## config.mk

```make
export PLATFORM = sky130hd
export DESIGN_NAME = mafi_regs
export DESIGN_NICKNAME = d
export VERILOG_FILES = /design/src/rtl/core/mafi_pkg.sv /design/src/rtl/core/mafi_regs.sv
export SDC_FILE = /design/constraint.sdc
export NUM_CORES = 1
export LEC_CHECK = 0
export ABC_AREA = 1
export BUFFER_PORTS_ARGS = -buffer_cell sky130_fd_sc_hd__buf_2
export CORE_MARGIN = 8
export CORE_UTILIZATION = 50
export DETAILED_ROUTE_END_ITERATION = 16
export PLACE_DENSITY = 0.83
export REMOVE_ABC_BUFFERS = 1
export SLEW_MARGIN = 20
export SYNTH_ARGS = -nofsm -noshare
export SYNTH_HDL_FRONTEND = slang
export SYNTH_SLANG_ARGS = --single-unit
```

## constraint.sdc

```tcl
create_clock -name clk -period 1.7 [get_ports clk]
set_clock_uncertainty 0.15 [all_clocks]
set_input_delay 0.17 -clock clk [delete_from_list [all_inputs] [get_ports clk]]
set_output_delay 0.17 -clock clk [all_outputs]
set_load 0.005 [all_outputs]
```

## src/rtl/core/mafi_pkg.sv

```systemverilog
// ----------------------------------------------------------------------------
// Motion-adaptive field interpolator package
// Shared constants, register map, configuration record and the stage records
// that travel down the five-stage pipeline.
// ----------------------------------------------------------------------------
`default_nettype none

package mafi_pkg;

    localparam int PIXEL_BITS = 16;
    localparam int COEF_SHIFT = 13;

    localparam int PIX_W     = 16;
    localparam int IN_DATA_W = 304;
    localparam int IN_USER_W = 2;
    localparam int ADDR_W    = 5;
    localparam int R_W       = 36;

    localparam logic [1:0] MODE_LINE     = 2'd0;
    localparam logic [1:0] MODE_EDGE_CHK = 2'd1;

    localparam logic [2:0] REG_PEAK      = 3'd0;
    localparam logic [2:0] REG_USE_EXT   = 3'd1;
    localparam logic [2:0] REG_LF_CENTER = 3'd2;
    localparam logic [2:0] REG_LF_OUTER  = 3'd3;
    localparam logic [2:0] REG_HF_CENTER = 3'd4;
    localparam logic [2:0] REG_HF_NEAR   = 3'd5;
    localparam logic [2:0] REG_HF_FAR    = 3'd6;
    localparam logic [2:0] REG_SPATIAL   = 3'd7;

    localparam logic [15:0] RST_PEAK      = 16'd255;
    localparam logic [15:0] RST_LF_CENTER = 16'd4309;
    localparam logic [15:0] RST_LF_OUTER  = 16'd213;
    localparam logic [15:0] RST_HF_CENTER = 16'd5570;
    localparam logic [15:0] RST_HF_NEAR   = 16'd3801;
    localparam logic [15:0] RST_HF_FAR    = 16'd1016;
    localparam logic [31:0] RST_SPATIAL   = 32'd64295893;

    localparam logic signed [17:0] PIX_MAX = 18'((1 << PIXEL_BITS) - 1);

    typedef struct packed {
        logic [15:0] peak;
        logic        use_ext;
        logic [15:0] lf_center;
        logic [15:0] lf_outer;
        logic [15:0] hf_center;
        logic [15:0] hf_near;
        logic [15:0] hf_far;
        logic [15:0] sp_near;
        logic [15:0] sp_far;
    } cfg_t;

    typedef struct packed {
        logic               is_line;
        logic               chk;
        logic [15:0]        d;
        logic [15:0]        td0;
        logic [15:0]        td1;
        logic [15:0]        td2;
        logic signed [16:0] dc;
        logic signed [16:0] de;
        logic signed [16:0] b;
        logic signed [16:0] f;
        logic [15:0]        abs_ce;
        logic [15:0]        edge_avg;
        logic [16:0]        sum_ctr;
        logic [17:0]        sum_near;
        logic [17:0]        sum_far;
        logic [16:0]        sum_c;
        logic [16:0]        sum_c3;
        logic [15:0]        ext;
    } stg1_t;

    typedef struct packed {
        logic        is_line;
        logic        tdz;
        logic        sel_hf;
        logic [15:0] d;
        logic [15:0] diff;
        logic [15:0] edge_avg;
        logic [15:0] ext;
        logic [32:0] p_hfc;
        logic [33:0] p_hfn;
        logic [33:0] p_hff;
        logic [32:0] p_lfc;
        logic [32:0] p_lfo;
        logic [32:0] p_sn;
        logic [32:0] p_sf;
    } stg2_t;

    typedef struct packed {
        logic               is_line;
        logic               tdz;
        logic               sel_hf;
        logic [15:0]        d;
        logic [15:0]        edge_avg;
        logic [15:0]        ext;
        logic signed [35:0] hf;
        logic signed [33:0] lf;
        logic signed [33:0] spat;
        logic signed [17:0] lo_b;
        logic signed [17:0] hi_b;
    } stg3_t;

    typedef struct packed {
        logic                  is_line;
        logic                  tdz;
        logic [15:0]           d;
        logic signed [R_W-1:0] r;
        logic signed [17:0]    lo_b;
        logic signed [17:0]    hi_b;
    } stg4_t;

endpackage

`default_nettype wire

```

## src/rtl/core/mafi_regs.sv

```systemverilog
// ----------------------------------------------------------------------------
// Configuration registers
// Register file behind the APB-style port; reads return the stored values.
// ----------------------------------------------------------------------------
`default_nettype none

module mafi_regs
    import mafi_pkg::*;
(
    input  logic              clk,
    input  logic              rst_n,
    input  logic              psel,
    input  logic              penable,
    input  logic              pwrite,
    input  logic [ADDR_W-1:0] paddr,
    input  logic [31:0]       pwdata,
    output logic [31:0]       prdata,
    output logic              pready,
    output cfg_t              cfg
);

    cfg_t       cfg_reg;
    logic       wr_en;
    logic [2:0] idx;

    assign pready = 1'b1;
    assign wr_en  = psel && penable && pwrite && pready;
    assign idx    = paddr[4:2];
    assign cfg    = cfg_reg;

    always_ff @(posedge clk or negedge rst_n)
    begin
        if (!rst_n)
        begin
            cfg_reg.peak      <= RST_PEAK;
            cfg_reg.use_ext   <= 1'b0;
            cfg_reg.lf_center <= RST_LF_CENTER;
            cfg_reg.lf_outer  <= RST_LF_OUTER;
            cfg_reg.hf_center <= RST_HF_CENTER;
            cfg_reg.hf_near   <= RST_HF_NEAR;
            cfg_reg.hf_far    <= RST_HF_FAR;
            cfg_reg.sp_near   <= RST_SPATIAL[15:0];
            cfg_reg.sp_far    <= RST_SPATIAL[31:16];
        end
        else if (wr_en)
        begin
            case (idx)
                REG_PEAK:      cfg_reg.peak      <= pwdata[15:0];
                REG_USE_EXT:   cfg_reg.use_ext   <= pwdata[0];
                REG_LF_CENTER: cfg_reg.lf_center <= pwdata[15:0];
                REG_LF_OUTER:  cfg_reg.lf_outer  <= pwdata[15:0];
                REG_HF_CENTER: cfg_reg.hf_center <= pwdata[15:0];
                REG_HF_NEAR:   cfg_reg.hf_near   <= pwdata[15:0];
                REG_HF_FAR:    cfg_reg.hf_far    <= pwdata[15:0];
                REG_SPATIAL:
                begin
                    cfg_reg.sp_near <= pwdata[15:0];
                    cfg_reg.sp_far  <= pwdata[31:16];
                end
                default: ;
            endcase
        end
    end

    always_comb
    begin
        case (idx)
            REG_PEAK:      prdata = {16'd0, cfg_reg.peak};
            REG_USE_EXT:   prdata = {31'd0, cfg_reg.use_ext};
            REG_LF_CENTER: prdata = {16'd0, cfg_reg.lf_center};
            REG_LF_OUTER:  prdata = {16'd0, cfg_reg.lf_outer};
            REG_HF_CENTER: prdata = {16'd0, cfg_reg.hf_center};
            REG_HF_NEAR:   prdata = {16'd0, cfg_reg.hf_near};
            REG_HF_FAR:    prdata = {16'd0, cfg_reg.hf_far};
            REG_SPATIAL:   prdata = {cfg_reg.sp_far, cfg_reg.sp_near};
            default:       prdata = 32'd0;
        endcase
    end

endmodule

`default_nettype wire

```

**Word level (Yosys, flattened, before mapping)**

Index checks and enable logic that the tools add are counted.

- Eq/ne operators: 7
- Multiplexer cells: 1
- Reductions and logical operators: 11

Operators by type and width:

| operator | count |
|---|---|
| case mux 32 bit (8 select lines) | 1 |
| AND reduction 2 bit | 8 |
| == test 3 bit, second input constant | 4 |
| == test 3 x 2 -> 1 bit, second input constant | 2 |
| == test 3 x 1 -> 1 bit, second input constant | 1 |
| zero test 3 bit | 1 |
| logical AND 1 bit | 2 |

- Register bits after elaboration: 129
- Input port bits: 42
- Logic and storage cells: 28

**Logic depth before layout (Yosys ltp)**

- Word-level depth: 3
- Mapped depth: 8
- Depth with buffers taken out: 6

**Worst setup path before layout**

No wires, ideal clock.

- Kind: input-to-output
- Start: input paddr[4]
- End: output prdata[16]
- Arrival time: 1.147 ns
- Data required time: 1.380 ns
- Stages: 6
- Slack: 0.233 ns
- Cells stage by stage: buf_4 -> inv_2 -> nor3_4 -> inv_1 -> buf_2 -> nor2_1

- Word-level cells in the longest chain between the ends: 2
- Elaborated cells on any way between the ends: 9
- Classes of those cells: eq/ne: 7; mux: 1; reduce/logical: 1

RTL lines:

| item | line | text |
|---|---|---|
| start: declaration | mafi_regs.sv:15 | `input logic [ADDR_W-1:0] paddr,` |
| == test 3 bit, or another cell as far along | mafi_regs.sv:67 | `case (idx)` |
| case mux 32 bit (8 select lines) * | mafi_regs.sv:67 |  |
| end: declaration | mafi_regs.sv:17 | `output logic [31:0] prdata,` |

Mark *: on every way between the ends. The rest lies on a longest branch, timed or not.

**Worst setup path after layout**

- Start: register cfg_reg (netlist bit cfg[57])
- End: output prdata[9]

- Word-level cells in the longest chain between the ends: 1

RTL lines:

| item | line | text |
|---|---|---|
| start: declaration | mafi_regs.sv:22 | `cfg_t cfg_reg;` |
| case mux 32 bit (8 select lines) | mafi_regs.sv:67 |  |

Every way passes these cells.

==> results.ini <==
[run_status]
status = finished, violations left
violations = negative setup slack

[job]
drv_cap = 0

[synth]
synth_area_sq_um = 6121
ys_types = 26
ys_ff_latch = 129
ys_seq_area_share_pct = 53.86
yosysWarnings = 0
synth_cells = 722
avgSynthCellArea_sq_um = 8.478

[timing]
grt_setup_unrepaired = true
timing.final.ws_setup_ps = -12.86
tns_ps = -19.61
tightest_slew_ps = 543.4
maxSlewHeadroom_pct = 63.77
hold_viol_final = 0
final.min_clock_period_ps = 1713
min_period_over_period_pct = 100.8
setup_viol = 2
fmax_mhz = 583.8
slew_violations = 0

[clock_network]
numCtsBuffers = 17
cts_num_sinks = 129
clock_path_buffers = 2
htree_levels = 4
cts-root-buf = clkbuf_16
worstSkewPairLatency_ps = 420
cts_tree = yes
cts.clk_slew.worst_paths_ps = 50

[worst_setup_path]
worstSetupEndpointType = output pin
rr_startpoint = cfg[41]
reg2reg_to = cfg[41]
arrival_ps = 1390
cpLargestDelayFamily = flip-flops
endpoint = prdata[9]
crit_buf_inv = 1
r2r_slack_ps = 610
max_stage_delay_ps = 530
critical_path.slowest_cell = dfstp_2
crit_required_ps = 1380
crit_path_start = cfg[57]
cp_max_fo = 2
worstPathCellList = nand4_1 -> nand2_1 -> nor2_1 -> nand3_1 -> buf_2
crit_type = reg -> out
cp.depth = 5
start_kind = flop
rr_worst_depth = 3

[global_routing]
grt_first_pass_wirelength_um = 32940
grt_max_degree = 49
antenna_found_initial = 0
grt.total_usage_pct = 26.14
overflow = 0
grt_pass1_vias = 6230

[floorplan]
io_pins = 204
initial_core_util_pct = 51.17
dieHeight_um = 126.6
coreArea_sq_um = 11960
rows = 40
dieWidth_um = 126.6
dieArea_sq_um = 16040

[final_layout]
fill_cells = 899
drive_gt1_share_pct = 38.18
layout_common_cells = buf_2, nand2_1, nor2_1, dfrtp_1, o21ai_0
largest_register_ffs = 129
fin_util_pct = 71.26
n_antenna_cell = 0
fin_nets = 1019
synthToLayoutAreaGrowth_pct = 39.25
final_common_cell = buf_2

[routing]
drtPass1Iterations = 6
wirelength_um = 21260
via_per_inst = 5.520
drt_iter0_drc = 596
post-route-drc-count = 0
ant_nets = 0
wl_per_cell_um = 18.70
num_vias = 6276

[min_path]
hold_class = in -> reg

[placed_design]
dp_hpwl_um = 13720
io_buffer_count = 200
gp_congestion = 0.8185

[power]
power.leakage_nw = 4.423
power_density_nw_per_um2 = 1203
max-vdd-ir-drop_uv = 914.4

==> worst min path at each step <==
stage               from       end  slack [ps]  cells after the start
6_report       pwdata[9]  cfg[105]          30                      3
5_1_grt        pwdata[9]  cfg[105]          20                      3
4_1_cts        pwdata[9]  cfg[105]          10                      3
3_5_place_dp       rst_n   cfg[14]          20                      1
3_3_place_gp       rst_n   cfg[14]          30                      1
2_1_floorplan      rst_n  cfg[101]        -280                      0
==> layout make-up <==
| class | count | area (sq um) | area share (%) |
|---|---|---|---|
| Sequential cell | 129 | 3297 | 38.68 |
| Multi-Input combinational cell | 487 | 2359 | 27.67 |
| Timing Repair Buffer | 288 | 1887 | 22.14 |
| Clock buffer | 28 | 538.0 | 6.312 |
| Inverter | 54 | 211.5 | 2.481 |
| Tap cell | 147 | 183.9 | 2.158 |
| Clock inverter | 4 | 47.55 | 0.5578 |
==> report_power, final <==
| part | internal, mW | switching [mW] | total [mW] |
|---|---|---|---|
| Sequential | 3.88 | 0.503 | 4.38 |
| Combinational | 1.09 | 1.21 | 2.30 |
| Clock | 2.29 | 1.28 | 3.57 |
==> per-stage QoR <==
stage / setup WS [ps] / cell area, sq um / total power [mW] / hold WS [ps] / cells
3_3_place_gp: 40.50 / 7430 / 6.386 / 26.67 / 1054
4_1_cts: -4.356 / 8409 / 10.16 / 10.79 / 1125
3_5_place_dp: -40.40 / 7430 / 6.476 / 20.13 / 1054
6_report: -12.86 / 8523 / 10.26 / 29.87 / 1137
2_1_floorplan: -261.4 / 5832 / 5.195 / -275.6 / 670
5_1_grt: -77.38 / 8523 / 10.75 / 16.85 / 1137
==> synthesized netlist by cell type <==
cell / count / area share, %
clkbuf_1: 20 / 1.2
nor3_4: 2 / 0.53
nor2_2: 1 / 0.10
nand2_1: 165 / 10
o21ai_0: 62 / 5.1
dfrtp_1: 74 / 30
buf_2: 15 / 1.2
nand4_1: 50 / 5.1
inv_1: 50 / 3.1
nor2_8: 1 / 0.33
inv_2: 4 / 0.25
nand3_1: 52 / 4.3
nand2_2: 1 / 0.10
or2_1: 1 / 0.10
nand3_4: 1 / 0.29
o21ai_2: 20 / 2.9
nor3_1: 1 / 0.082
buf_6: 8 / 1.5
buf_1: 5 / 0.31
dfstp_2: 55 / 24
nor2_4: 1 / 0.18
conb_1: 1 / 0.061
a21oi_1: 46 / 3.8
buf_4: 4 / 0.49
nand2_4: 1 / 0.18
nor2_1: 81 / 5.0
==> timing repair <==
item,4_1_cts,5_1_grt
buffers inserted,7,12
hold buffers,32,0
endpoints found under the hold margin,174,0
setup endpoints to repair,21,30
resized for setup,3,11
cloned,0,0
pin swaps,5,16
==> layer usage <==
metal / wire length [um] / track usage (%)
met1: 8195 / 29.62
met5: 0 / 0
met4: 603 / 12.53
met3: 1856 / 7.834
met2: 10600 / 44.31
==> cells by family (layout without fill, tap and decap cells) <==
group                  after synthesis  after routing  share of synthesized area [%]
AOI/OAI and AO/OA                  128            128                          11.69
buffers and inverters              106            374                          8.033
DFF                                129            129                          53.86
other                                1              1                        0.06127
and+or+nand+nor                    358            358                          26.35
==> worst min-delay path: stages <==
cell and delay (ps):
buf_2 100, inv_1 130, o21ai_2 150
No activity file was read; power rests on OpenSTA's default activity.
