**config.mk**
```make
export PLATFORM = sky130hd
export DESIGN_NAME = mafi_front
export DESIGN_NICKNAME = d
export VERILOG_FILES = /design/src/rtl/core/mafi_pkg.sv /design/src/rtl/core/mafi_front.sv
export SDC_FILE = /design/constraint.sdc
export NUM_CORES = 1
export LEC_CHECK = 0
export BUFFER_PORTS_ARGS = -buffer_cell sky130_fd_sc_hd__buf_2
export CELL_PAD_IN_SITES_DETAIL_PLACEMENT = 1
export CELL_PAD_IN_SITES_GLOBAL_PLACEMENT = 1
export CORE_ASPECT_RATIO = 1.1
export CORE_UTILIZATION = 43
export CTS_CLUSTER_DIAMETER = 30
export DETAILED_ROUTE_END_ITERATION = 10
export GPL_ROUTABILITY_DRIVEN = 0
export PLACE_DENSITY_LB_ADDON = 0.1
export SETUP_SLACK_MARGIN = 0.02
export SLEW_MARGIN = 40
export SYNTH_ARGS = -nofsm -noshare
export SYNTH_HDL_FRONTEND = slang
export SYNTH_SLANG_ARGS = --single-unit
```
**constraint.sdc**
```tcl
create_clock -name clk -period 8 [get_ports clk]
set_input_delay 0.4 -clock clk [delete_from_list [all_inputs] [get_ports clk]]
set_output_delay 0.4 -clock clk [all_outputs]
set_load 0.05 [all_outputs]
```
**src/rtl/core/mafi_pkg.sv**
```systemverilog
// ----------------------------------------------------------------------------
// Motion-adaptive field interpolator package
// Shared constants, register map, configuration record and the stage records
// that travel down the five-stage pipeline.
// ----------------------------------------------------------------------------
`default_nettype none

package mafi_pkg;

    localparam int PIXEL_BITS = 16;
    localparam int COEF_SHIFT = 13;

    localparam int PIX_W     = 16;
    localparam int IN_DATA_W = 304;
    localparam int IN_USER_W = 2;
    localparam int ADDR_W    = 5;
    localparam int R_W       = 36;

    localparam logic [1:0] MODE_LINE     = 2'd0;
    localparam logic [1:0] MODE_EDGE_CHK = 2'd1;

    localparam logic [2:0] REG_PEAK      = 3'd0;
    localparam logic [2:0] REG_USE_EXT   = 3'd1;
    localparam logic [2:0] REG_LF_CENTER = 3'd2;
    localparam logic [2:0] REG_LF_OUTER  = 3'd3;
    localparam logic [2:0] REG_HF_CENTER = 3'd4;
    localparam logic [2:0] REG_HF_NEAR   = 3'd5;
    localparam logic [2:0] REG_HF_FAR    = 3'd6;
    localparam logic [2:0] REG_SPATIAL   = 3'd7;

    localparam logic [15:0] RST_PEAK      = 16'd255;
    localparam logic [15:0] RST_LF_CENTER = 16'd4309;
    localparam logic [15:0] RST_LF_OUTER  = 16'd213;
    localparam logic [15:0] RST_HF_CENTER = 16'd5570;
    localparam logic [15:0] RST_HF_NEAR   = 16'd3801;
    localparam logic [15:0] RST_HF_FAR    = 16'd1016;
    localparam logic [31:0] RST_SPATIAL   = 32'd64295893;

    localparam logic signed [17:0] PIX_MAX = 18'((1 << PIXEL_BITS) - 1);

    typedef struct packed {
        logic [15:0] peak;
        logic        use_ext;
        logic [15:0] lf_center;
        logic [15:0] lf_outer;
        logic [15:0] hf_center;
        logic [15:0] hf_near;
        logic [15:0] hf_far;
        logic [15:0] sp_near;
        logic [15:0] sp_far;
    } cfg_t;

    typedef struct packed {
        logic               is_line;
        logic               chk;
        logic [15:0]        d;
        logic [15:0]        td0;
        logic [15:0]        td1;
        logic [15:0]        td2;
        logic signed [16:0] dc;
        logic signed [16:0] de;
        logic signed [16:0] b;
        logic signed [16:0] f;
        logic [15:0]        abs_ce;
        logic [15:0]        edge_avg;
        logic [16:0]        sum_ctr;
        logic [17:0]        sum_near;
        logic [17:0]        sum_far;
        logic [16:0]        sum_c;
        logic [16:0]        sum_c3;
        logic [15:0]        ext;
    } stg1_t;

    typedef struct packed {
        logic        is_line;
        logic        tdz;
        logic        sel_hf;
        logic [15:0] d;
        logic [15:0] diff;
        logic [15:0] edge_avg;
        logic [15:0] ext;
        logic [32:0] p_hfc;
        logic [33:0] p_hfn;
        logic [33:0] p_hff;
        logic [32:0] p_lfc;
        logic [32:0] p_lfo;
        logic [32:0] p_sn;
        logic [32:0] p_sf;
    } stg2_t;

    typedef struct packed {
        logic               is_line;
        logic               tdz;
        logic               sel_hf;
        logic [15:0]        d;
        logic [15:0]        edge_avg;
        logic [15:0]        ext;
        logic signed [35:0] hf;
        logic signed [33:0] lf;
        logic signed [33:0] spat;
        logic signed [17:0] lo_b;
        logic signed [17:0] hi_b;
    } stg3_t;

    typedef struct packed {
        logic                  is_line;
        logic                  tdz;
        logic [15:0]           d;
        logic signed [R_W-1:0] r;
        logic signed [17:0]    lo_b;
        logic signed [17:0]    hi_b;
    } stg4_t;

endpackage

`default_nettype wire

```
**src/rtl/core/mafi_front.sv**
```systemverilog
// ----------------------------------------------------------------------------
// Front stage
// Unpacks the tap column and registers the averages, tap sums and
// absolute temporal and spatial differences.
// ----------------------------------------------------------------------------
`default_nettype none

module mafi_front
    import mafi_pkg::*;
(
    input  logic                 clk,
    input  logic                 rst_n,
    input  logic                 in_valid,
    output logic                 in_ready,
    input  logic [IN_DATA_W-1:0] in_data,
    input  logic [IN_USER_W-1:0] in_user,
    output logic                 out_valid,
    input  logic                 out_ready,
    output stg1_t                out_stage
);

    logic        valid_reg;
    stg1_t       stage_reg;
    stg1_t       stage_next;
    logic [15:0] p2, n2, p2a2, p2b2, n2a2, n2b2, p2a4, p2b4, n2a4, n2b4;
    logic [15:0] pa, pb, na, nb, c, e, ca3, cb3;
    logic [16:0] sum_pn;
    logic [16:0] sum_ab;
    logic [16:0] sum_a2;
    logic [16:0] sum_b2;
    logic [16:0] sum_td1;
    logic [16:0] sum_td2;

    function automatic logic [15:0] abs_diff(input logic [15:0] x, input logic [15:0] y);
        abs_diff = (x > y) ? (x - y) : (y - x);
    endfunction

    assign in_ready  = !valid_reg || out_ready;
    assign out_valid = valid_reg;
    assign out_stage = stage_reg;

    assign p2   = in_data[15:0];
    assign n2   = in_data[31:16];
    assign p2a2 = in_data[47:32];
    assign p2b2 = in_data[63:48];
    assign n2a2 = in_data[79:64];
    assign n2b2 = in_data[95:80];
    assign p2a4 = in_data[111:96];
    assign p2b4 = in_data[127:112];
    assign n2a4 = in_data[143:128];
    assign n2b4 = in_data[159:144];
    assign pa   = in_data[175:160];
    assign pb   = in_data[191:176];
    assign na   = in_data[207:192];
    assign nb   = in_data[223:208];
    assign c    = in_data[239:224];
    assign e    = in_data[255:240];
    assign ca3  = in_data[271:256];
    assign cb3  = in_data[287:272];

    always_comb
    begin
        sum_pn  = {1'b0, p2} + {1'b0, n2};
        sum_ab  = {1'b0, c} + {1'b0, e};
        sum_a2  = {1'b0, p2a2} + {1'b0, n2a2};
        sum_b2  = {1'b0, p2b2} + {1'b0, n2b2};
        sum_td1 = {1'b0, abs_diff(pa, c)} + {1'b0, abs_diff(pb, e)};
        sum_td2 = {1'b0, abs_diff(na, c)} + {1'b0, abs_diff(nb, e)};

        stage_next.is_line  = (in_user == MODE_LINE);
        stage_next.chk      = (in_user == MODE_LINE) || (in_user == MODE_EDGE_CHK);
        stage_next.d        = sum_pn[16:1];
        stage_next.td0      = abs_diff(p2, n2);
        stage_next.td1      = sum_td1[16:1];
        stage_next.td2      = sum_td2[16:1];
        stage_next.dc       = $signed({1'b0, sum_pn[16:1]}) - $signed({1'b0, c});
        stage_next.de       = $signed({1'b0, sum_pn[16:1]}) - $signed({1'b0, e});
        stage_next.b        = $signed({1'b0, sum_a2[16:1]}) - $signed({1'b0, c});
        stage_next.f        = $signed({1'b0, sum_b2[16:1]}) - $signed({1'b0, e});
        stage_next.abs_ce   = abs_diff(c, e);
        stage_next.edge_avg = sum_ab[16:1];
        stage_next.sum_ctr  = sum_pn;
        stage_next.sum_near = {1'b0, sum_a2} + {1'b0, sum_b2};
        stage_next.sum_far  = {2'b0, p2a4} + {2'b0, n2a4} + {2'b0, p2b4} + {2'b0, n2b4};
        stage_next.sum_c    = sum_ab;
        stage_next.sum_c3   = {1'b0, ca3} + {1'b0, cb3};
        stage_next.ext      = in_data[303:288];
    end

    always_ff @(posedge clk or negedge rst_n)
    begin
        if (!rst_n)
        begin
            valid_reg <= 1'b0;
        end
        else if (in_ready)
        begin
            valid_reg <= in_valid;
        end
    end

    always_ff @(posedge clk)
    begin
        if (in_ready)
        begin
            stage_reg <= stage_next;
        end
    end

endmodule

`default_nettype wire

```
**Word-level counts from Yosys, hierarchy flattened**

Index checks and enable logic that the tools add are counted.

- Bits in registers: 270
- Input port bits: 310
- Output and inout port bits: 271
- Word-level logic and storage cells: 63

- $add $sub $neg: 27
- Order comparisons: 6
- Equal/unequal tests: 1
- Mux-type cells: 6
- Reduce and logical (&&, ||, !) cells: 4

Operators with widths:

| cell | count |
|---|---|
| 16-bit subtractor | 12 |
| 16-bit by 16-bit adder with 17-bit output | 8 |
| 16-bit > comparator | 6 |
| 16-bit two-way mux | 6 |
| 16-bit by 16-bit subtractor with 17-bit output | 4 |
| 17-bit by 16-bit adder with 18-bit output | 1 |
| 17-bit by 17-bit adder with 18-bit output | 1 |
| 18-bit by 16-bit adder with 18-bit output | 1 |
| 2-bit by 1-bit equality test with 1-bit output, second input constant | 1 |
| 2-bit logical NOT | 1 |
| 1-bit logical OR | 2 |
| 1-bit logical NOT | 1 |

**Depth between registers and ports, before layout**

- Depth after elaboration: 3
- Gate-level depth with buffers: 22
- Mapped depth without buffers: 21

**Worst setup path after synthesis**

Ideal clock, no wire load.

- Path kind: input port to flip-flop
- From: input port out_ready
- To: register stage_reg (netlist bit out_stage[0]), enable pin
- Library setup time: 0.658 ns
- Data arrival time: 6.394 ns
- Required time: 7.342 ns
- Slack: 0.948 ns
- Stages: 1
- Path buffers: 0
- Cells stage by stage: nand2b_1

- Cells in the longest elaborated chain, start to end: 1

Ends and longest elaborated chain:

| element | RTL line | RTL |
|---|---|---|
| start: declaration | mafi_front.sv:18 | `input logic out_ready,` |
| 1-bit logical OR | mafi_front.sv:38 | `assign in_ready = !valid_reg \|\| out_ready;` |
| end signal: assignment | mafi_front.sv:106 | `stage_reg <= stage_next;` |
| end: declaration | mafi_front.sv:23 | `stg1_t stage_reg;` |

No other way between the ends.
A chain may end at the register's enable or synchronous reset.

==> metrics.txt <==
Worst EP required 8.33 ns; IO Pins 581; Switch Pwr 0.00470 W; die extent in y 256 um; EDFF count, synth 235; R2R cell count 4; layout cells sized above 1 0.233; DRT iter0 DRCs 1313; Port Buffer Count 580; die footprint 59600 um2; worst hold path type primary input to flip-flop; sw frac 0.453; run status finished clean; number of global-route vias before repair 24948; hold-critical path endpoint out_stage[267]; clk root buf clkbuf_16; Post-DP HPWL 75.7 mm; Post CTS Setup Buffer Count 0; Worst Setup SP in_data[241]; GRT Util Overall 0.318; clk buf depth 3; H-tree lvl count 3; most area-consuming cells after synthesis edfxtp_1, ha_1, xnor2_1; fin. max-slew vios 0; initial antenna violation count 9; Clock Pin Slew Worst Setup and Hold Paths 0.04 ns; Max Clk Rate 0.192 GHz; worst-path fanout max 23; Post-synth ARST share 0.00424; total grt overflow 0; CP Launch Type primary input; leakage 14.8 nW; critical path class primary input to flip-flop; hold_sp in_user[1]; Clk Latency, worst-skew pair 0.61 ns; DR WL/cell 23.7 um; Final nets 4003; Final Hold Viols 0; Pwr Density 331 nW/um2; Logic pwr share 0.499; total CTS buffers 75; CTS resizes 0; DP Area 28600 um2; setup TNS 0 ns; worst r2r src out_valid; synth cell count leaders ha_1, a21oi_1, edfxtp_1; largest net degree at the start of global routing 58; Slew @ Worst Pin 0.810 ns; Reg power frac 0.205; critical path data arrival time 5.54 ns; Power Total 0.0104 W; library cells used by synthesis 85; Synth Instances 2661; Tmin final 5.20 ns; first-pass GRT wire length 144 mm; FF-to-FF End out_stage[80]; Cells after DPL 3900; final setup vio count 0; Area Growth Syn to Fin 24.4%; clock sink count 236; Die W 233 um; RSZ-0062 raised after global routing false; cell taking the most area after synthesis edfxtp_1; routed vias/inst 5.68; design area 31400 um2; CTS Hold Buffers Added 18; area share of the largest cell type after synthesis 0.280; CTS tree done; Max Cap Violations 0; Worst Skew 0.0200 ns; fillcell total 6657; Worst Hold Depth 2; Yosys warnings 0; routed via count 23067; most common cell in the netlist ha_1; dominant synthesized flop cell edfxtp_1; Tcrit/Tclk final 0.650; Worst R2R Setup Slack 5.78 ns; synthesized cell area 25200 um2; Peak VDD IR 295 uV; num rows 92; Detail Route Antenna Nets 0; drt total wl 96.3 mm; sequential element share of the synthesized area 0.281; TritonRoute pass-1 iters 6; starting density of the core 0.437; Syn Area/Cell 9.48 um2; Slew headroom 0.458; CORE AREA 57700 um2; Non-Filler Instances 4061; drt drc 0; Pint 0.00567 W; clock share of power 0.297; CP Capture Type flip-flop; post-synthesis net count 3421; Yosys reg bits 236
==> metrics by stage <==
stage	worst slack (ns)	util	hold WS, ns
6_report	2.80	0.544	0.0459
5_1_grt	2.52	0.544	0.0444
4_1_cts	2.86	0.544	0.0289
3_5_place_dp	2.24	0.495	0.178
3_3_place_gp	2.41	0.494	0.175
2_1_floorplan	0.948	-	0.104
==> worst max-delay path, cell delays in order <==
cell and delay [ns]:
buf_2 0.28, inv_1 0.07, buf_4 0.23, fa_1 0.43, a21o_1 0.19, a221o_1 0.34, a21oi_2 0.21, a21oi_2 0.12
o21ai_4 0.67, mux2_1 0.44, fa_1 0.47, a211oi_1 0.36, o21ai_1 0.19, a41oi_1 0.23, nand2b_1 0.12, a21o_1 0.21
a21oi_1 0.26, o21a_1 0.21, o21ai_0 0.11
==> registers in the layout, summed over array words and instances (netlist names) <==
register and count:
out_valid 1, out_stage 235
==> logic make-up (layout without fill, tap and decap cells) <==
kind of cell / after synthesis / count (layout) / share of synthesized area
AOI/OAI and AO/OA: 833 / 833 / 0.217
muxes: 33 / 33 / 0.0132
DFF: 236 / 236 / 0.281
buffers and inverters: 329 / 971 / 0.0583
other: 0 / 6 / 0
adders and majority gates: 450 / 450 / 0.240
xor gates and xnor gates: 258 / 258 / 0.0896
and+or+nand+nor: 522 / 522 / 0.101
==> power groups by stage <==
stage	Combinational [W]	Sequential (W)	Clock [W]
after floorplan	0.00238	0.00353	0
after global placement	0.00494	0.00213	0
after detailed placement	0.00509	0.00213	0
after CTS	0.00514	0.00213	0.00312
after global routing	0.00551	0.00216	0.00318
final	0.00517	0.00212	0.00308
==> how the worst max path moves through the flow <==
stage / cells after the start / endpoint
finish: 19 / out_stage[218]
detailed placement: 19 / out_stage[218]
global route: 19 / out_stage[218]
floorplan: 1 / out_stage[0]
global placement: 19 / out_stage[218]
CTS: 19 / out_stage[218]
==> metal layers <==
| metal | global-route usage | routed length (um) | up-vias |
|---|---|---|---|
| met5 | 0 | 0 | - |
| met1 | 0.366 | 37900 | 11253 |
| met3 | 0.0687 | 6270 | 203 |
| met4 | 0.169 | 4910 | 0 |
| li1 | - | - | 10811 |
| met2 | 0.547 | 47200 | 800 |
==> cells in the final DEF (no fill, tap or decap), types with 31 or more instances in the layout <==
master / n
o21ai_0: 134
nor3_1: 36
nand2_1: 120
buf_2: 580
clkbuf_16: 76
nor2b_1: 41
xor2_1: 80
nand2b_1: 43
ha_1: 394
a21o_1: 121
mux2i_1: 31
a21oi_1: 261
fa_1: 56
o21bai_1: 36
nand3_1: 37
edfxtp_1: 235
inv_1: 224
nor2_1: 151
xnor2_1: 178
o21a_1: 36
==> cell type report <==
cell class	count	area, um2	share of cell area
repair buffers	610	3200	0.102
clock buffers	86	1940	0.0618
inverters	224	841	0.0268
flip-flops and latches	236	7080	0.226
clock inverters	51	664	0.0212
well taps	752	941	0.0300
multi-input cells	2096	16700	0.532
diodes	6	15.0	0.000479
Power figures use the tool's default switching activity.
