`src/rtl/core/mafi_pkg.sv`:
```
// ----------------------------------------------------------------------------
// Motion-adaptive field interpolator package
// Shared constants, register map, configuration record and the stage records
// that travel down the five-stage pipeline.
// ----------------------------------------------------------------------------
`default_nettype none

package mafi_pkg;

    localparam int PIXEL_BITS = 16;
    localparam int COEF_SHIFT = 13;

    localparam int PIX_W     = 16;
    localparam int IN_DATA_W = 304;
    localparam int IN_USER_W = 2;
    localparam int ADDR_W    = 5;
    localparam int R_W       = 36;

    localparam logic [1:0] MODE_LINE     = 2'd0;
    localparam logic [1:0] MODE_EDGE_CHK = 2'd1;

    localparam logic [2:0] REG_PEAK      = 3'd0;
    localparam logic [2:0] REG_USE_EXT   = 3'd1;
    localparam logic [2:0] REG_LF_CENTER = 3'd2;
    localparam logic [2:0] REG_LF_OUTER  = 3'd3;
    localparam logic [2:0] REG_HF_CENTER = 3'd4;
    localparam logic [2:0] REG_HF_NEAR   = 3'd5;
    localparam logic [2:0] REG_HF_FAR    = 3'd6;
    localparam logic [2:0] REG_SPATIAL   = 3'd7;

    localparam logic [15:0] RST_PEAK      = 16'd255;
    localparam logic [15:0] RST_LF_CENTER = 16'd4309;
    localparam logic [15:0] RST_LF_OUTER  = 16'd213;
    localparam logic [15:0] RST_HF_CENTER = 16'd5570;
    localparam logic [15:0] RST_HF_NEAR   = 16'd3801;
    localparam logic [15:0] RST_HF_FAR    = 16'd1016;
    localparam logic [31:0] RST_SPATIAL   = 32'd64295893;

    localparam logic signed [17:0] PIX_MAX = 18'((1 << PIXEL_BITS) - 1);

    typedef struct packed {
        logic [15:0] peak;
        logic        use_ext;
        logic [15:0] lf_center;
        logic [15:0] lf_outer;
        logic [15:0] hf_center;
        logic [15:0] hf_near;
        logic [15:0] hf_far;
        logic [15:0] sp_near;
        logic [15:0] sp_far;
    } cfg_t;

    typedef struct packed {
        logic               is_line;
        logic               chk;
        logic [15:0]        d;
        logic [15:0]        td0;
        logic [15:0]        td1;
        logic [15:0]        td2;
        logic signed [16:0] dc;
        logic signed [16:0] de;
        logic signed [16:0] b;
        logic signed [16:0] f;
        logic [15:0]        abs_ce;
        logic [15:0]        edge_avg;
        logic [16:0]        sum_ctr;
        logic [17:0]        sum_near;
        logic [17:0]        sum_far;
        logic [16:0]        sum_c;
        logic [16:0]        sum_c3;
        logic [15:0]        ext;
    } stg1_t;

    typedef struct packed {
        logic        is_line;
        logic        tdz;
        logic        sel_hf;
        logic [15:0] d;
        logic [15:0] diff;
        logic [15:0] edge_avg;
        logic [15:0] ext;
        logic [32:0] p_hfc;
        logic [33:0] p_hfn;
        logic [33:0] p_hff;
        logic [32:0] p_lfc;
        logic [32:0] p_lfo;
        logic [32:0] p_sn;
        logic [32:0] p_sf;
    } stg2_t;

    typedef struct packed {
        logic               is_line;
        logic               tdz;
        logic               sel_hf;
        logic [15:0]        d;
        logic [15:0]        edge_avg;
        logic [15:0]        ext;
        logic signed [35:0] hf;
        logic signed [33:0] lf;
        logic signed [33:0] spat;
        logic signed [17:0] lo_b;
        logic signed [17:0] hi_b;
    } stg3_t;

    typedef struct packed {
        logic                  is_line;
        logic                  tdz;
        logic [15:0]           d;
        logic signed [R_W-1:0] r;
        logic signed [17:0]    lo_b;
        logic signed [17:0]    hi_b;
    } stg4_t;

endpackage

`default_nettype wire

```
`src/rtl/core/mafi_clamp.sv`:
```
// ----------------------------------------------------------------------------
// Clamp stage
// Bounds the candidate by the temporal window and, on line rows, the peak,
// uses d if td is zero, clamps to the pixel range, holds the output word.
// ----------------------------------------------------------------------------
`default_nettype none

module mafi_clamp
    import mafi_pkg::*;
(
    input  logic             clk,
    input  logic             rst_n,
    input  cfg_t             cfg,
    input  logic             in_valid,
    output logic             in_ready,
    input  stg4_t            in_stage,
    output logic             out_valid,
    input  logic             out_ready,
    output logic [PIX_W-1:0] pixel
);

    logic                  valid_reg;
    logic [PIX_W-1:0]      pixel_reg;
    logic [PIX_W-1:0]      pixel_next;
    logic signed [R_W-1:0] lo_w;
    logic signed [R_W-1:0] hi_w;
    logic signed [R_W-1:0] r_win;
    logic signed [17:0]    r_nar;
    logic signed [17:0]    peak_s;

    assign in_ready  = !valid_reg || out_ready;
    assign out_valid = valid_reg;
    assign pixel     = pixel_reg;

    always_comb
    begin
        lo_w   = R_W'(in_stage.lo_b);
        hi_w   = R_W'(in_stage.hi_b);
        peak_s = $signed({2'b0, cfg.peak});
        r_win  = (in_stage.r < lo_w) ? lo_w : in_stage.r;
        if (r_win > hi_w)
        begin
            r_win = hi_w;
        end
        r_nar = 18'(r_win);
        if (in_stage.is_line)
        begin
            if (r_nar < 18'sd0)
            begin
                r_nar = 18'sd0;
            end
            if (r_nar > peak_s)
            begin
                r_nar = peak_s;
            end
        end
        if (in_stage.tdz)
        begin
            r_nar = $signed({2'b0, in_stage.d});
        end
        if (r_nar < 18'sd0)
        begin
            r_nar = 18'sd0;
        end
        if (r_nar > PIX_MAX)
        begin
            r_nar = PIX_MAX;
        end
        pixel_next = r_nar[PIX_W-1:0];
    end

    always_ff @(posedge clk or negedge rst_n)
    begin
        if (!rst_n)
        begin
            valid_reg <= 1'b0;
        end
        else if (in_ready)
        begin
            valid_reg <= in_valid;
        end
    end

    always_ff @(posedge clk)
    begin
        if (in_ready)
        begin
            pixel_reg <= pixel_next;
        end
    end

endmodule

`default_nettype wire

```
`config.mk`:
```
export PLATFORM = sky130hd
export DESIGN_NAME = mafi_clamp
export DESIGN_NICKNAME = d
export VERILOG_FILES = /design/src/rtl/core/mafi_pkg.sv /design/src/rtl/core/mafi_clamp.sv
export SDC_FILE = /design/constraint.sdc
export NUM_CORES = 1
export LEC_CHECK = 0
export ABC_CLOCK_PERIOD_IN_PS = 2400
export BUFFER_PORTS_ARGS = -buffer_cell sky130_fd_sc_hd__buf_2
export CORE_UTILIZATION = 45
export DETAILED_ROUTE_END_ITERATION = 8
export GPL_TIMING_DRIVEN = 1
export HOLD_SLACK_MARGIN = 0.06
export MAX_ROUTING_LAYER = met4
export PLACE_DENSITY = 0.83
export SLEW_MARGIN = 20
export SYNTH_ARGS = -nofsm -noshare
export SYNTH_HDL_FRONTEND = slang
export SYNTH_SLANG_ARGS = --single-unit
```
`constraint.sdc`:
```
create_clock -name clk -period 2.4 [get_ports clk]
set_input_delay 0.12 -clock clk [delete_from_list [all_inputs] [get_ports clk]]
set_output_delay 0.12 -clock clk [all_outputs]
set_load 0.01 [all_outputs]
```
=== Yosys cells after proc, flatten, opt, wreduce, memory -nomap -nowiden ===
Cells that the tools add are included.

* Latch bits: 0
* Input bits: 223
* ROM bits: 0
* RAM bits: 0
* Memories kept: 0
* Bits in registers: 17
* Word-level logic and storage cells: 18
* Output and inout port bits: 18

* Shift-type cells: 0
* Bitwise operators: 0
* Add/subtract/negate cells: 0
* Reductions and logical operators: 2
* Eq/ne operators: 0
* Div/mod/pow operators: 0
* Multiplexer cells: 8
* Multipliers: 0
* $lt $le $gt $ge: 6

{| class="wikitable"
|+ Operator list
! cell !! number
|-
| $mux W18 || 7
|-
| $gt A36 B18 Y1 || 1
|-
| $lt A18 B1 Y1 const B || 2
|-
| $lt A36 B18 Y1 || 1
|-
| $mux W36 || 1
|-
| $gt A18 B17 Y1 || 1
|-
| $gt A18 B17 Y1 const B || 1
|-
| $logic_not A1 Y1 || 1
|-
| $logic_or A1 B1 Y1 || 1
|}

=== Logic depth before layout (Yosys ltp) ===
* Word-level depth: 14
* Mapped depth: 39
* Mapped depth without buffers: 32

=== Worst setup path after synthesis ===
OpenSTA, ideal clock, no wires.

* Path kind: input to register
* Start: input port in_stage[35] in the netlist's numbering
* End: register pixel_reg[0] (netlist: pixel[0]), data pin
* Path slack: -5,133 ps
* Data arrival time: 7,267 ps
* Library setup time: 265 ps
* Buffers on the path: 6
* Stages on the path: 37
* Required time: 2,135 ps
* Cells stage by stage: inv_1 ha_1 nand4_1 nor4_1 o211ai_1 o2111ai_1 o21ai_2 nand3_1 clkbuf_1 clkbuf_1 buf_1 nand2_1 nand2_1 ha_1 a21o_1 nand3_1 a211oi_1 or4_4 o31a_1 nor2_4 mux2_2 clkbuf_1 nor2_1 ha_1 a21o_1 a21oi_1 nor2b_1 o21ai_0 nand2b_1 a21o_1 nand2b_1 o32a_1 o41a_1 buf_6 clkbuf_1 a31oi_1 o22ai_2

* Longest elaborated chain between the ends: 14

{| class="wikitable"
|+ RTL lines
! item !! RTL line !! RTL
|-
| start, declared || mafi_clamp.sv:16 || <nowiki>input stg4_t in_stage,</nowiki>
|-
| $lt A36 B18 Y1 || mafi_clamp.sv:40 || <nowiki>r_win = (in_stage.r < lo_w) ? lo_w : in_stage.r;</nowiki>
|-
| $mux W36 (*) || mafi_clamp.sv:40 ||
|-
| $gt A36 B18 Y1 || mafi_clamp.sv:41 || <nowiki>if (r_win > hi_w)</nowiki>
|-
| $mux W18 (*) || mafi_clamp.sv:41 ||
|-
| $lt A18 B1 Y1 || mafi_clamp.sv:48 || <nowiki>if (r_nar < 18'sd0)</nowiki>
|-
| $mux W18 || mafi_clamp.sv:48 ||
|-
| $mux W18 || mafi_clamp.sv:46 || <nowiki>if (in_stage.is_line)</nowiki>
|-
| $gt A18 B17 Y1 || mafi_clamp.sv:52 || <nowiki>if (r_nar > peak_s)</nowiki>
|-
| $mux W18 || mafi_clamp.sv:52 ||
|-
| $mux W18 (*) || mafi_clamp.sv:46 ||
|-
| $mux W18 (*) || mafi_clamp.sv:57 || <nowiki>if (in_stage.tdz)</nowiki>
|-
| $lt A18 B1 Y1 || mafi_clamp.sv:61 || <nowiki>if (r_nar < 18'sd0)</nowiki>
|-
| $mux W18 (*) || mafi_clamp.sv:61 ||
|-
| $gt A18 B17 Y1 || mafi_clamp.sv:65 || <nowiki>if (r_nar > PIX_MAX)</nowiki>
|-
| end signal, assigned || mafi_clamp.sv:88 || <nowiki>pixel_reg <= pixel_next;</nowiki>
|-
| end, declared || mafi_clamp.sv:23 || <nowiki>logic [PIX_W-1:0] pixel_reg;</nowiki>
|}

Mark *: on every way between the ends. The rest lies on a longest branch, timed or not. The select of a mux whose other input is x is not followed.
A chain may end at the register's enable or synchronous reset.

=== Worst setup path in the final report ===
* Start: input port in_stage[35] in the netlist's numbering
* End: register pixel_reg[2] (netlist: pixel[2]), data pin

Same word-level chain as after synthesis.

==> impl_metrics.tcl <==
set metrics [dict create \
    critical_path.max_stage_delay_ps 350 \
    slew_headroom_pct 38.5 \
    diodes 0 \
    period_needed_ps 6970 \
    globalplace.congestion 0.961 \
    r2r.worst_path.cells 1 \
    post-route-util_pct 80.4 \
    hold_class "primary input to flip-flop" \
    io_pins 241 \
    vdd_drop_max_mv 0.280 \
    routed_wl_um 18300 \
    synth_top_area_cell "ha_1" \
    drv_slew 0 \
    fillers 521 \
    yosysSeqAreaShare_pct 12.6 \
    async_reset_ff_share_pct 5.88 \
    num_vias 5612 \
    grt_max_degree 21 \
    syn_nets 842 \
    synth_seq_cells 17 \
    arrival_ps 7080 \
    worst_slew_pin_slew_ps 923 \
    cts_buffers 3 \
    area_delta_synth_final_pct 74.2 \
    floorplan.rows 34 \
    start_util_pct 46.2 \
    path_max_fanout 11 \
    cts-root-buf "clkbuf_8" \
    cts.path.max_buffers 2 \
    clk_latency_ps 270 \
    drc_errors 0 \
    status "finished with violations" \
    power.net_switching_uw 1630 \
    rsz0062_at_grt "yes" \
    clock_sinks 17 \
    via_per_inst 6.17 \
    dr.pass1.iters 5 \
    regToRegSetupSlack_ps 980 \
    finalSetupViolCount 16 \
    max-cap-violations 0 \
    gr-total-overflow 0 \
    cp_top_family "compound AO/OA/AOI/OAI gates" \
    violations "negative setup slack" \
    synthCells 534 \
    p_leak_uw 0.00347 \
    holdPathEnd "out_valid" \
    pwr_density_cell_nw_per_um2 519 \
    swShare_pct 45.1 \
    synth_area_um2 4010 \
    cts_tree "built" \
    finalCritPeriodShare_pct 290 \
    worstSetupStartpointType "primary input" \
    holdPathStages 2 \
    wl_per_cell_um 20.1 \
    yosysWarnings 0 \
    dieArea_um2 9280 \
    grt_pass1_wl_um 25100 \
    critPathBufInv 9 \
    antenna_found_initial 0 \
    synth_top_area_share_pct 26.5 \
    io_buffers 127 \
    synth_ff_type "edfxtp_1" \
    drtIter0Drc 368 \
    core_um2 8680 \
    comb_power_share_pct 81.5 \
    finalSetupTns_ps -72330 \
    synth_edf_count 16 \
    rr_endpoint "pixel[3]" \
    largest_reg_flops 16 \
    clk_pin_slew_worst_paths_ps 80 \
    synth.distinct_cells 64 \
    p_int_uw 1990 \
    chipWidth_um 96.4 \
    timing_hold_violations_final 0 \
    skew_ps 3.81 \
    nets 1110 \
    synthTopCellsByArea "ha_1 (27%), edfxtp_1 (12%), nand2_1 (7.1%)" \
    grt_usage_pct 36.0 \
    htreeDepth 1 \
    clockPowerShare_pct 6.5 \
    worstReg2RegStart "out_valid" \
    seqPwrFrac_pct 12.0 \
    slowest_stage "o31a_1" \
    chipHeight_um 96.4 \
    drtAntennaViolNets 0 \
    final_layout_size_suffix_gt1_share_pct 52.8 \
    grt_pass1_vias 5297 \
    hpwl_um 12000 \
    critPathRequiredTime_ps 2510 \
    fmaxAchievable_mhz 143 \
    finalWorstSetupSlack_ps -4570 \
    avgSynthCellArea_um2 7.50 \
    min-delay-start "in_valid" \
    worstSetupPathType "primary input to flip-flop" \
    crit_path_end_kind "flip-flop" \
]
-- worst max path at each step --
| stage | start | end | slack (ps) | cells after the start |
|---|---|---|---|---|
| CTS | in_stage[35] | pixel[2] | -4030 | 41 |
| floorplan | in_stage[35] | pixel[0] | -4650 | 37 |
| global route | in_stage[35] | pixel[15] | -4810 | 38 |
| finish | in_stage[35] | pixel[2] | -4570 | 39 |
| global placement | in_stage[35] | pixel[1] | -4380 | 35 |
| detailed placement | in_stage[35] | pixel[1] | -4650 | 36 |
-- stage by stage --
stage                     setup slack [ps]  std cells  hold WS, ps  area, um^2  power [uW]
final                                -4570        909         62.1        6980        3620
after CTS                            -4030        897         68.6        6630        3230
after floorplan                      -4650        534         -176        4310        1770
after global routing                 -4810        909         67.1        6980        3830
after detailed placement             -4650        868         -103        5900        2610
after global placement               -4380        868         -105        5900        2530
-- area by class of cell --
cell class | count | area, um^2 | share of cell area (%)
Clock buffer | 3 | 41.3 | 0.592
Clock inverter | 1 | 5.00 | 0.0717
Inverter | 52 | 199 | 2.85
Multi-Input combinational cell | 447 | 4030 | 57.8
Sequential cell | 17 | 505 | 7.24
Tap cell | 108 | 135 | 1.94
Timing Repair Buffer | 281 | 2060 | 29.5
-- routing by layer --
layer	GRT usage (%)	up-vias	wire length [um]
met5	-	-	0
met4	13.4	0	911
met3	4.66	96	1530
met2	62.4	383	8740
met1	42.2	2619	7080
li1	-	2514	-
-- cell families after synthesis --
family / synth area share [%]
and+or+nand+nor: 21.4
muxes: 1.28
DFF: 12.6
adders and majority gates: 26.8
buffers and inverters: 7.15
AOI/OAI and AO/OA: 30.3
xor gates and xnor gates: 0.437
-- repair_timing --
item / 4_1_cts / 5_1_grt
hold buffers: 1 / 0
endpoints found under the hold margin: 1 / 0
pin swaps: 52 / 37
gates cloned: 6 / 2
endpoints found under the setup margin: 16 / 16
buffers inserted: 20 / 10
resized for setup: 87 / 50
-- layout by cell type, fill, tap and decap left out, drive strengths merged, types with 16 or more instances in the layout --
| master | instances |
|---|---|
| o21ai | 57 |
| nand2 | 76 |
| ha | 85 |
| inv | 51 |
| a21o | 27 |
| a21oi | 32 |
| edfxtp | 16 |
| buf | 279 |
| nand4 | 16 |
| or2 | 16 |
| nor2 | 26 |
-- cell usage after synthesis (3+ instances only) --
master / count
or2_2: 13
a21o_1: 27
o211ai_1: 3
ha_1: 85
nand2_1: 76
o21ai_0: 54
a211oi_1: 4
a31oi_1: 15
nor4_1: 4
a2111oi_0: 3
edfxtp_1: 16
nand2b_1: 9
nand4_1: 15
mux2i_1: 4
nor2_1: 25
clkbuf_1: 16
o22ai_1: 5
nor2b_1: 6
nand3_1: 11
inv_1: 52
o22ai_2: 10
a21oi_1: 32
-- power by group through the flow --
stage	registers [uW]	clock network [uW]	logic [uW]
after floorplan	480	0	1290
after global placement	441	0	2090
after detailed placement	441	0	2170
after CTS	435	227	2560
after global routing	446	242	3140
final	436	234	2950
Note: power is estimated with default switching activity, not from simulation.
